$ cat src/hw/rtl/iir3_pkg.sv
// Shared types, widths, defaults and reset coefficients of the third-order IIR filter.
// No dependencies.
`timescale 1ns / 1ps

package iir3_pkg;

  localparam int FEEDFORWARD_TAPS_DEF = 4;
  localparam int FEEDBACK_TAPS_DEF    = 3;
  localparam int COEF_FRAC_BITS_DEF   = 15;

  localparam int COEF_W    = 18;
  localparam int SAMPLE_W  = 16;
  localparam int CFG_IDX_W = 8;

  typedef enum logic [1:0] {
    ST_IDLE,
    ST_MAC,
    ST_DRAIN,
    ST_DONE
  } state_e;

  typedef struct packed {
    logic rotate;
    logic load_sample;
    logic load_coef;
  } cell_ctrl_t;

  typedef struct packed {
    logic clear;
    logic mul_en;
    logic neg;
  } mac_ctrl_t;

  // Reset coefficient of ring position idx; extra taps reset to zero.
  function automatic logic signed [COEF_W-1:0] default_coef(input int idx, input int ff);
    logic signed [COEF_W-1:0] c;
    int j;
    c = '0;
    j = idx - ff;
    if (idx < ff) begin
      if (idx == 0) c = 18'sd141;
      else if (idx == 1) c = 18'sd423;
      else if (idx == 2) c = 18'sd423;
      else if (idx == 3) c = 18'sd141;
    end else begin
      if (j == 0) c = -18'sd79921;
      else if (j == 1) c = 18'sd69534;
      else if (j == 2) c = -18'sd21260;
    end
    return c;
  endfunction

endpackage

$ cat src/hw/rtl/iir3_cell.sv
// One tap cell of the coefficient/sample ring: holds a coefficient and a sample.
// Depends on iir3_pkg.
`timescale 1ns / 1ps

module iir3_cell #(
  parameter logic signed [iir3_pkg::COEF_W-1:0] RESET_COEF = '0
) (
  input  logic                                  clk_i,
  input  logic                                  rst_ni,
  input  iir3_pkg::cell_ctrl_t                  ctrl_i,
  input  logic signed [iir3_pkg::COEF_W-1:0]    rot_coef_i,
  input  logic signed [iir3_pkg::SAMPLE_W-1:0]  rot_sample_i,
  input  logic signed [iir3_pkg::SAMPLE_W-1:0]  load_sample_i,
  input  logic signed [iir3_pkg::COEF_W-1:0]    cfg_data_i,
  output logic signed [iir3_pkg::COEF_W-1:0]    coef_o,
  output logic signed [iir3_pkg::SAMPLE_W-1:0]  sample_o
);
  import iir3_pkg::*;

  logic signed [COEF_W-1:0]   coef_q, coef_d;
  logic signed [SAMPLE_W-1:0] sample_q, sample_d;

  // Coefficient and sample loads are independent; rotation overrides both.
  always_comb begin
    coef_d   = coef_q;
    sample_d = sample_q;
    if (ctrl_i.rotate) begin
      coef_d   = rot_coef_i;
      sample_d = rot_sample_i;
    end else begin
      if (ctrl_i.load_coef) coef_d = cfg_data_i;
      if (ctrl_i.load_sample) sample_d = load_sample_i;
    end
  end

  always_ff @(posedge clk_i or negedge rst_ni) begin
    if (!rst_ni) begin
      coef_q   <= RESET_COEF;
      sample_q <= '0;
    end else begin
      coef_q   <= coef_d;
      sample_q <= sample_d;
    end
  end

  assign coef_o   = coef_q;
  assign sample_o = sample_q;

endmodule

$ cat src/hw/rtl/iir3_mac.sv
// Multiply-accumulate unit at the head of the ring, with output shift and saturation.
// Depends on iir3_pkg.
`timescale 1ns / 1ps

module iir3_mac #(
  parameter int NUM_TAPS       = iir3_pkg::FEEDFORWARD_TAPS_DEF + iir3_pkg::FEEDBACK_TAPS_DEF,
  parameter int COEF_FRAC_BITS = iir3_pkg::COEF_FRAC_BITS_DEF
) (
  input  logic                                  clk_i,
  input  logic                                  rst_ni,
  input  iir3_pkg::mac_ctrl_t                   ctrl_i,
  input  logic signed [iir3_pkg::COEF_W-1:0]    coef_i,
  input  logic signed [iir3_pkg::SAMPLE_W-1:0]  sample_i,
  output logic signed [iir3_pkg::SAMPLE_W-1:0]  y_o,
  output logic                                  clip_o
);
  import iir3_pkg::*;

  localparam int PROD_W = COEF_W + SAMPLE_W;
  localparam int ACC_W  = PROD_W + $clog2(NUM_TAPS) + 1;

  logic signed [PROD_W-1:0] prod_q;
  logic signed [PROD_W-1:0] prod_d;
  logic                     acc_en_q;
  logic                     neg_q;
  logic signed [ACC_W-1:0]  acc_q, acc_d;
  logic signed [ACC_W-1:0]  prod_ext;
  logic signed [ACC_W-1:0]  shifted;
  logic [ACC_W-SAMPLE_W:0]  hi_bits;
  logic                     ovf;

  assign prod_d   = coef_i * sample_i;
  assign prod_ext = ACC_W'(prod_q);

  always_ff @(posedge clk_i) begin
    if (ctrl_i.mul_en) begin
      prod_q <= prod_d;
      neg_q  <= ctrl_i.neg;
    end
  end

  always_comb begin
    acc_d = acc_q;
    priority if (ctrl_i.clear) begin
      acc_d = '0;
    end else if (acc_en_q) begin
      acc_d = neg_q ? (acc_q - prod_ext) : (acc_q + prod_ext);
    end
  end

  always_ff @(posedge clk_i or negedge rst_ni) begin
    if (!rst_ni) begin
      acc_en_q <= 1'b0;
      acc_q    <= '0;
    end else begin
      acc_en_q <= ctrl_i.mul_en;
      acc_q    <= acc_d;
    end
  end

  // Arithmetic shift floors toward minus infinity; in range when the top bits agree.
  assign shifted = acc_q >>> COEF_FRAC_BITS;
  assign hi_bits = shifted[ACC_W-1:SAMPLE_W-1];
  assign ovf     = !((&hi_bits) || (~|hi_bits));

  always_comb begin
    if (ovf) begin
      y_o = acc_q[ACC_W-1] ? {1'b1, {(SAMPLE_W-1){1'b0}}} : {1'b0, {(SAMPLE_W-1){1'b1}}};
    end else begin
      y_o = shifted[SAMPLE_W-1:0];
    end
  end

  assign clip_o = ovf;

endmodule

$ cat src/hw/rtl/iir_third_order_direct_form_one_unit.sv
// Top level of the third-order direct form I IIR filter: ring of tap cells, MAC, control.
// Depends on iir3_pkg, iir3_cell and iir3_mac.
`timescale 1ns / 1ps

// Each accepted sample occupies the block through an accept step in idle, a MAC step in
// which the ring of coefficient/sample cells rotates past the single multiply-accumulate
// unit at its head, one tap per cycle, a drain step for the product register, and a
// write-back step that shifts the input and output histories and loads the output
// register. The next sample is taken the cycle after write-back; write-back waits while
// a previous result is still held and stalled. The configuration port is ready only
// while the block is idle, so coefficients are written while no sample is in flight.
module iir_third_order_direct_form_one_unit #(
  parameter int FEEDFORWARD_TAPS = iir3_pkg::FEEDFORWARD_TAPS_DEF,
  parameter int FEEDBACK_TAPS    = iir3_pkg::FEEDBACK_TAPS_DEF,
  parameter int COEF_FRAC_BITS   = iir3_pkg::COEF_FRAC_BITS_DEF
) (
  input  logic                                  clk_i,
  input  logic                                  rst_ni,
  input  logic                                  in_valid_i,
  output logic                                  in_stall_o,
  input  logic signed [iir3_pkg::SAMPLE_W-1:0]  sample_in_i,
  output logic                                  out_valid_o,
  input  logic                                  out_stall_i,
  output logic signed [iir3_pkg::SAMPLE_W-1:0]  sample_out_o,
  output logic                                  clipped_o,
  input  logic                                  cfg_valid_i,
  output logic                                  cfg_ready_o,
  input  logic [iir3_pkg::CFG_IDX_W-1:0]        cfg_index_i,
  input  logic signed [iir3_pkg::COEF_W-1:0]    cfg_data_i
);
  import iir3_pkg::*;

  localparam int NUM_TAPS = FEEDFORWARD_TAPS + FEEDBACK_TAPS;
  localparam int CNT_W    = $clog2(NUM_TAPS);

  state_e                     state_q, state_d;
  logic [CNT_W-1:0]           cnt_q, cnt_d;
  logic                       last_tap;
  logic                       accept;
  logic                       finish;
  logic                       out_free;

  logic                       out_valid_q, out_valid_d;
  logic signed [SAMPLE_W-1:0] sample_out_q;
  logic                       clipped_q;

  cell_ctrl_t                 cell_ctrl [NUM_TAPS];
  logic signed [COEF_W-1:0]   coef_w    [NUM_TAPS];
  logic signed [SAMPLE_W-1:0] sample_w  [NUM_TAPS];
  mac_ctrl_t                  mac_ctrl;
  logic signed [SAMPLE_W-1:0] y;
  logic                       clip;

  assign last_tap = (cnt_q == CNT_W'(NUM_TAPS - 1));
  assign out_free = !out_valid_q || !out_stall_i;

  // Next state
  always_comb begin
    state_d = state_q;
    unique case (state_q)
      ST_IDLE:  if (in_valid_i) state_d = ST_MAC;
      ST_MAC:   if (last_tap) state_d = ST_DRAIN;
      ST_DRAIN: state_d = ST_DONE;
      ST_DONE:  if (out_free) state_d = ST_IDLE;
      default:  state_d = ST_IDLE;
    endcase
  end

  // Control outputs
  always_comb begin
    in_stall_o       = 1'b1;
    accept           = 1'b0;
    finish           = 1'b0;
    mac_ctrl.clear   = 1'b0;
    mac_ctrl.mul_en  = 1'b0;
    mac_ctrl.neg     = 1'b0;
    unique case (state_q)
      ST_IDLE: begin
        in_stall_o     = 1'b0;
        accept         = in_valid_i;
        mac_ctrl.clear = in_valid_i;
      end
      ST_MAC: begin
        mac_ctrl.mul_en = 1'b1;
        mac_ctrl.neg    = (cnt_q >= CNT_W'(FEEDFORWARD_TAPS));
      end
      ST_DRAIN: ;
      ST_DONE: finish = out_free;
      default: ;
    endcase
  end

  always_comb begin
    cnt_d = '0;
    if (state_q == ST_MAC && !last_tap) cnt_d = cnt_q + 1'b1;
  end

  always_comb begin
    out_valid_d = out_valid_q && out_stall_i;
    if (finish) out_valid_d = 1'b1;
  end

  always_ff @(posedge clk_i or negedge rst_ni) begin
    if (!rst_ni) begin
      state_q     <= ST_IDLE;
      cnt_q       <= '0;
      out_valid_q <= 1'b0;
    end else begin
      state_q     <= state_d;
      cnt_q       <= cnt_d;
      out_valid_q <= out_valid_d;
    end
  end

  always_ff @(posedge clk_i) begin
    if (finish) begin
      sample_out_q <= y;
      clipped_q    <= clip;
    end
  end

  // Ring: cell i takes its neighbor i+1 on rotate; history shift takes from i-1.
  for (genvar i = 0; i < NUM_TAPS; i++) begin : g_cell
    localparam int NXT = (i + 1) % NUM_TAPS;
    logic signed [SAMPLE_W-1:0] load_src;

    if (i == 0) begin : g_head
      assign load_src                 = sample_in_i;
      assign cell_ctrl[i].load_sample = accept;
    end else if (i == FEEDFORWARD_TAPS) begin : g_fb_head
      assign load_src                 = y;
      assign cell_ctrl[i].load_sample = finish;
    end else begin : g_body
      assign load_src                 = sample_w[i-1];
      assign cell_ctrl[i].load_sample = finish;
    end

    assign cell_ctrl[i].rotate    = (state_q == ST_MAC);
    assign cell_ctrl[i].load_coef = cfg_valid_i && cfg_ready_o &&
                                    (cfg_index_i == CFG_IDX_W'(i));

    iir3_cell #(
      .RESET_COEF(default_coef(i, FEEDFORWARD_TAPS))
    ) u_cell (
      .clk_i        (clk_i),
      .rst_ni       (rst_ni),
      .ctrl_i       (cell_ctrl[i]),
      .rot_coef_i   (coef_w[NXT]),
      .rot_sample_i (sample_w[NXT]),
      .load_sample_i(load_src),
      .cfg_data_i   (cfg_data_i),
      .coef_o       (coef_w[i]),
      .sample_o     (sample_w[i])
    );
  end

  iir3_mac #(
    .NUM_TAPS      (NUM_TAPS),
    .COEF_FRAC_BITS(COEF_FRAC_BITS)
  ) u_mac (
    .clk_i   (clk_i),
    .rst_ni  (rst_ni),
    .ctrl_i  (mac_ctrl),
    .coef_i  (coef_w[0]),
    .sample_i(sample_w[0]),
    .y_o     (y),
    .clip_o  (clip)
  );

  // Coefficients sit at their register positions only while the ring is at rest.
  assign cfg_ready_o  = (state_q == ST_IDLE);
  assign out_valid_o  = out_valid_q;
  assign sample_out_o = sample_out_q;
  assign clipped_o    = clipped_q;

endmodule

$ cat config.mk
export PLATFORM = sky130hd
export DESIGN_NAME = iir_third_order_direct_form_one_unit
export DESIGN_NICKNAME = d
export VERILOG_FILES = /design/src/hw/rtl/iir3_pkg.sv /design/src/hw/rtl/iir3_cell.sv /design/src/hw/rtl/iir3_mac.sv /design/src/hw/rtl/iir_third_order_direct_form_one_unit.sv
export SDC_FILE = /design/constraint.sdc
export NUM_CORES = 2
export LEC_CHECK = 0
export BUFFER_PORTS_ARGS = -buffer_cell sky130_fd_sc_hd__buf_2
export CAP_MARGIN = 25
export CORE_ASPECT_RATIO = 0.7
export CORE_MARGIN = 10
export CORE_UTILIZATION = 59
export CTS_CLUSTER_SIZE = 24
export DETAILED_ROUTE_END_ITERATION = 12
export GPL_TIMING_DRIVEN = 0
export PLACE_DENSITY = 0.79
export SLEW_MARGIN = 20
export SYNTH_ARGS = -nofsm -noshare
export SYNTH_HDL_FRONTEND = slang
export SYNTH_SLANG_ARGS = --single-unit
export TNS_END_PERCENT = 20
$ cat constraint.sdc
create_clock -name clk_i -period 6.6 [get_ports clk_i]
set_input_delay 0.99 -clock clk_i [delete_from_list [all_inputs] [get_ports clk_i]]
set_output_delay 0.99 -clock clk_i [all_outputs]
set_load 0.05 [all_outputs]
==> After elaboration in Yosys (flattened, before gate mapping) <==
Cells that the tools add are included.
{ "op_classes": {"n_addsub": 3, "multipliers": 1, "n_lt_le_gt_ge": 1, "n_eq_ne": 13, "mux": 43, "n_reduce_logical": 32} }
{ "op_table": {"columns": ["cell", "n"], "rows": [
  ["16-bit 2-to-1 mux", 16],
  ["18-bit 2-to-1 mux", 14],
  ["38-bit 2-to-1 mux", 3],
  ["38-bit by 34-bit adder with 38-bit output", 1],
  ["38-bit by 34-bit subtractor with 38-bit output", 1],
  ["18-bit by 16-bit multiplier with 34-bit output", 1],
  ["8-bit by 3-bit equality test with 1-bit output (second input constant)", 3],
  ["2-bit nonzero test", 10],
  ["8-bit by 2-bit equality test with 1-bit output (second input constant)", 2],
  ["1-bit logical AND", 10],
  ["8-bit by 1-bit equality test with 1-bit output (second input constant)", 1],
  ["8-bit zero test", 1],
  ["2-bit 2-to-1 mux", 4],
  ["2-bit case mux with 4 select lines", 1],
  ["8-bit AND reduction", 1],
  ["8-bit OR reduction", 1],
  ["2-bit != test (second input constant)", 3],
  ["1-bit zero test", 5],
  ["2-bit equality test (second input constant)", 2],
  ["1-bit 2-to-1 mux", 4],
  ["3-bit by 1-bit adder with 3-bit output (second input constant)", 1],
  ["3-bit equality test (second input constant)", 1],
  ["3-bit >= comparator (second input constant)", 1],
  ["3-bit 2-to-1 mux", 1],
  ["other kinds (4)", 5]
]} }
{ "word_totals": {"regBits": 335, "inputBits": 47, "output_inout_bits": 20, "elab_cells": 116} }

==> Depth between registers and ports, before layout <==
{ "logic_depth": {"ltp_word": 6, "mapped_depth": 25, "ltp_nobuf": 23} }

==> By module <==
A second synthesis with hierarchy kept.
{ "hier_totals": {"cells_unflattened": 2866, "hier_area_um2": 28240.8} }
{ "by_module_without_submodules": {"columns": ["mod", "n_inst", "cells_per_inst", "area_each_um2", "seq_area_each_um2"], "rows": [
  ["iir3_mac", 1, 1774, 16139.2, 2026.9],
  ["iir3_cell (g_cell[1].u_cell ...)", 2, 147, 1591.5, 858.3],
  ["iir3_cell (g_cell[0].u_cell ...)", 2, 147, 1589.0, 855.8],
  ["iir3_cell (g_cell[4].u_cell)", 1, 147, 1599.0, 865.8],
  ["iir3_cell (g_cell[6].u_cell)", 1, 147, 1597.8, 864.6],
  ["iir3_cell (g_cell[5].u_cell)", 1, 147, 1596.5, 863.3],
  ["iir_third_order_direct_form_one_unit", 1, 63, 947.2, 660.6]
]} }

==> Least setup slack after synthesis <==
OpenSTA, ideal clock, no wires.
{ "synth_path": {"kind": "register to register", "start": "register g_cell[0].u_cell.coef_q[17]", "end": "register u_mac.prod_q[33], data pin", "setup_time_ns": 0.260, "t_arrival_ns": 6.297, "t_required_ns": 6.340, "path_slack_ns": 0.043, "path_stages_with_launch": 24, "n_path_buf": 2, "synth_period_minus_slack_ns": 6.557, "cell_sequence": "dfrtp_1 clkbuf_1 clkbuf_1 nand2_1 inv_1 fa_1 fa_1 fa_1 fa_1 fa_1 inv_1 fa_1 inv_1 ha_1 and2_4 a2111oi_4 nand2_1 a221o_1 a211oi_2 o31ai_2 a2111oi_2 o21bai_1 a21oi_1 xnor2_1"} }
{ "synth_via": {"elab_chain_len": 1} }
{ "synth_rtl": {"columns": ["item", "line", "text"], "rows": [
  ["start, declared", "iir3_cell.sv:20", "logic signed [COEF_W-1:0] coef_q, coef_d;"],
  ["start signal, assigned", "iir3_cell.sv:41", "coef_q <= coef_d;"],
  ["18-bit by 16-bit multiplier with 34-bit output", "iir3_mac.sv:32", "assign prod_d = coef_i * sample_i;"],
  ["named net u_mac.prod_d[33]", "iir3_mac.sv:23", "logic signed [PROD_W-1:0] prod_d;"],
  ["end signal, assigned", "iir3_mac.sv:37", "prod_q <= prod_d;"],
  ["end, declared", "iir3_mac.sv:22", "logic signed [PROD_W-1:0] prod_q;"]
]} }
The timed path passes the listed nets, and every way through them passes these cells.
A chain may end at the register's enable or synchronous reset.

==> Final worst setup path <==
{ "layout_path": {"start": "register g_cell[0].u_cell.sample_q[13]", "end": "register u_mac.prod_q[33], data pin"} }
{ "layout_via": {"elab_chain_len": 1} }
{ "layout_rtl": {"columns": ["item", "line", "text"], "rows": [
  ["start, declared", "iir3_cell.sv:21", "logic signed [SAMPLE_W-1:0] sample_q, sample_d;"],
  ["start signal, assigned", "iir3_cell.sv:42", "sample_q <= sample_d;"],
  ["18-bit by 16-bit multiplier with 34-bit output", "iir3_mac.sv:32", null],
  ["named net u_mac.prod_d[33]", "iir3_mac.sv:23", null]
]} }
The timed path passes the listed nets, and every way through them passes these cells.

==> impl_metrics.ini <==
[power_and_ir_drop]
seq_power_share_pct = 22.8
pwr-share-comb_pct = 65.0
intPower_uw = 8300
p_sw_share_pct = 50.5
power.leakage_uw = 0.0146
power.density_nw_per_um2 = 542
p_total_uw = 16800
ir_drop_mv = 0.303
clockPowerShare_pct = 12.2
netSwitchingPower_uw = 8480

[cells_and_area]
fin_cells = 3668
area_growth_pct = 10.4
layout-drive-gt1-share_pct = 10.2
fin_util_pct = 66.3
final_nets = 3498
final_common_cell = nand2_1
finalInstanceArea_um2 = 31000
mostFrequentLayoutCells = 430 x nand2_1, 342 x inv_1, 289 x fa_1

[routing]
ant_nets = 0
routedWlPerCell_um = 23.5
via_per_inst = 6.19
vias = 22700
first_pass_iters = 6
route.detailed.drc = 0
totalWireLength_um = 86100
drtIter0Drc = 2547

[floorplanning]
die_h_um = 202
design.die.area_um2 = 56800
core_um2 = 46700
start_util_pct = 60.0
io_pins = 67
die_x_um = 281
rows = 66

[synthesis]
netlist_area_um2 = 28000
synth-async-reset-ratio_pct = 84.5
synth_cells = 2905
yosysUniqueCellTypes = 74
synth_edf_count = 52
synth-seq-cells = 335
syn_nets = 3374
yosysSeqAreaShare_pct = 31.1
ys.flop_type = dfrtp_1
synth.avg_cell_area_um2 = 9.66
yosys_warnings = 0

[timing]
fmax_mhz = 149
hold_viol = 0
min_period_ps = 6710
rsz0062_at_grt = true
setup_slack_ps = -112
finalClockSkew_ps = 20.5
slew_headroom_pct = 33.3
post-route-period-util_pct = 102
worst_pin_slew_ps = 1000
finalSetupViolations = 2
slew_violations = 0

[global_route]
grt_max_degree = 107
grt_antenna_before_repair = 3
track_usage_pct = 30.5
grt_pass1_wl_um = 134000
grt_overflow_total = 0
grt_pass1_vias = 22800

[clocking]
cts_sinks = 335
tritoncts = yes
clock-root-buffer = clkbuf_16
clkTransAtPathRegs_ps = 60
cts_buffers = 34
cts_hold_buf = 0
clock_path_buffers = 3
h-tree-depth = 2
clock_latency_ps = 550

[job]
max_cap_viol_count = 0

[outcome]
violations = setup timing
status = finished with violations

[worst_setup_path]
crit_start = g_cell[0].u_cell.sample_o[13]
r2r-start = g_cell[0].u_cell.sample_o[13]
crit_top_cell = fa_1
critPathRequiredTime_ps = 6860
worstPathArrival_ps = 6970
cp-end-kind = flop
cp_max_fo = 10
startpoint_type = flop
max_stage_delay_ps = 600
path_class = reg -> reg
cp_slowest_cell = fa_1
crit_path_cell_trace = clkbuf_2, and2_1, fa_1, fa_1, fa_1, fa_2, fa_1, inv_1, fa_1, inv_1, ha_1, and2_4, a2111oi_4, nand2_1, a221o_1, a211oi_4, o31ai_4, a2111oi_2, o21bai_1, a21oi_1, xnor2_1

[placed_design]
dpl.hpwl_um = 63300
io_buffers = 66
dpl_cell_area_um2 = 29200
place_inst = 3586
place.gp.congestion = 0.976

[hold_path]
hp-class = in -> async
-- flip-flops by register name, indices dropped and copies added, names as in the netlist --
name                    cells
state_q                     2
u_mac.neg_q                 1
u_mac.acc_en_q              1
g_cell.u_cell.sample_o    112
sample_out_o               16
out_valid_o                 1
cnt_q                       3
u_mac.prod_q               34
g_cell.u_cell.coef_o      126
clipped_o                   1
u_mac.acc_q                38
-- worst paths after layout --
kind,to,slack [ps],cells past startpoint
max in group asynchronous,g_cell[0].u_cell.coef_o[16],5140,2
hold reg to reg,g_cell[2].u_cell.coef_o[12],480,2
setup / recovery,u_mac.prod_q[33],-110,21
hold / removal,g_cell[0].u_cell.sample_o[7],440,1
setup reg to reg,u_mac.prod_q[33],-110,21
min in group clk_i,g_cell[2].u_cell.coef_o[12],480,2
-- cell usage after synthesis (all sizes together) (4+ instances only) --
cell type / n / area (um^2)
a2111oi: 5 / 70.1
a211oi: 8 / 70.1
a21boi: 6 / 45.0
a21o: 42 / 315
a21oi: 74 / 378
a31oi: 11 / 68.8
and2: 143 / 897
and3: 5 / 31.3
buf: 22 / 90.1
clkbuf: 131 / 492
dfrtp: 230 / 5760
dfstp: 53 / 1390
edfxtp: 52 / 1560
fa: 291 / 5830
ha: 131 / 1640
inv: 343 / 1290
mux2i: 255 / 2550
nand2: 432 / 1620
nand2b: 13 / 81.3
nand3: 27 / 135
nand4: 7 / 43.8
nor2: 101 / 387
nor2b: 11 / 76.3
nor3: 26 / 130
nor4: 11 / 68.8
o211ai: 6 / 45.0
o21a: 10 / 75.1
o21ai: 292 / 1470
o21bai: 11 / 82.6
o22ai: 4 / 25.0
o31ai: 7 / 71.3
or2: 4 / 25.0
or3: 5 / 31.3
or4: 7 / 56.3
xnor2: 71 / 622
xor2: 20 / 175
-- worst max-delay path: cells and delay by family (launching register included) --
kind | cells | cell delay [ps]
adder cells (fa/ha/maj) | 7 | 3240
AO/OA/AOI/OAI | 7 | 1640
AND/OR/NAND/NOR | 3 | 540
flip-flops | 1 | 440
buffers and inverters | 3 | 390
XOR/XNOR | 1 | 140
-- per-layer routing --
layer  share of wire [%]  global-route usage (%)  routed length (um)
met1                  42                    44.1               36500
met2                  42                    43.5               36200
met3                  13                    10.2               11300
met4                 2.5                    7.32                2120
met5                   0                       0                   0
-- stage by stage --
stage | hold slack (ps) | worst slack [ps] | TNS, ps
2_1_floorplan | 452 | 42.7 | 0
3_3_place_gp | 461 | -1300 | -131100
3_5_place_dp | 472 | -1330 | -12330
4_1_cts | 465 | -2.92 | -2.92
5_1_grt | 474 | -309 | -1040
6_report | 440 | -112 | -138
-- area by class of cell --
cell class | instances | area [um^2]
multi-input cells | 2074 | 17600
clock buffers | 49 | 977
inverters | 343 | 1290
diodes | 3 | 7.51
clock inverters | 11 | 181
repair buffers | 98 | 657
flip-flops and latches | 335 | 8760
well taps | 612 | 766
fillers | 3670 | 15800
plain buffers | 143 | 759
-- power by group through the flow --
stage | Combinational (uW) | Sequential, uW | Clock (uW)
finish | 10900 | 3820 | 2050
global route | 12000 | 3880 | 2140
CTS | 10600 | 3790 | 2050
detailed placement | 10200 | 3730 | 0
global placement | 9940 | 3710 | 0
floorplan | 7260 | 3610 | 0
-- repair_timing --
action,in CTS,in global routing
pin swaps,13,1
gates resized for setup,128,11
buffers inserted,27,1
endpoints found under the setup margin,18,8
-- logic make-up (layout without fill, tap and decap cells) --
family,count (synthesis),in the layout,synth area share [%]
and+or+nand+nor,801,801,13.1
adders and majority gates,422,422,26.6
xor gates and xnor gates,91,91,2.84
muxes,256,256,9.14
DFF,335,335,31.1
other,0,3,0
AOI/OAI and AO/OA,504,504,10.6
buffers and inverters,496,644,6.66
No activity file was read; power rests on OpenSTA's default activity.
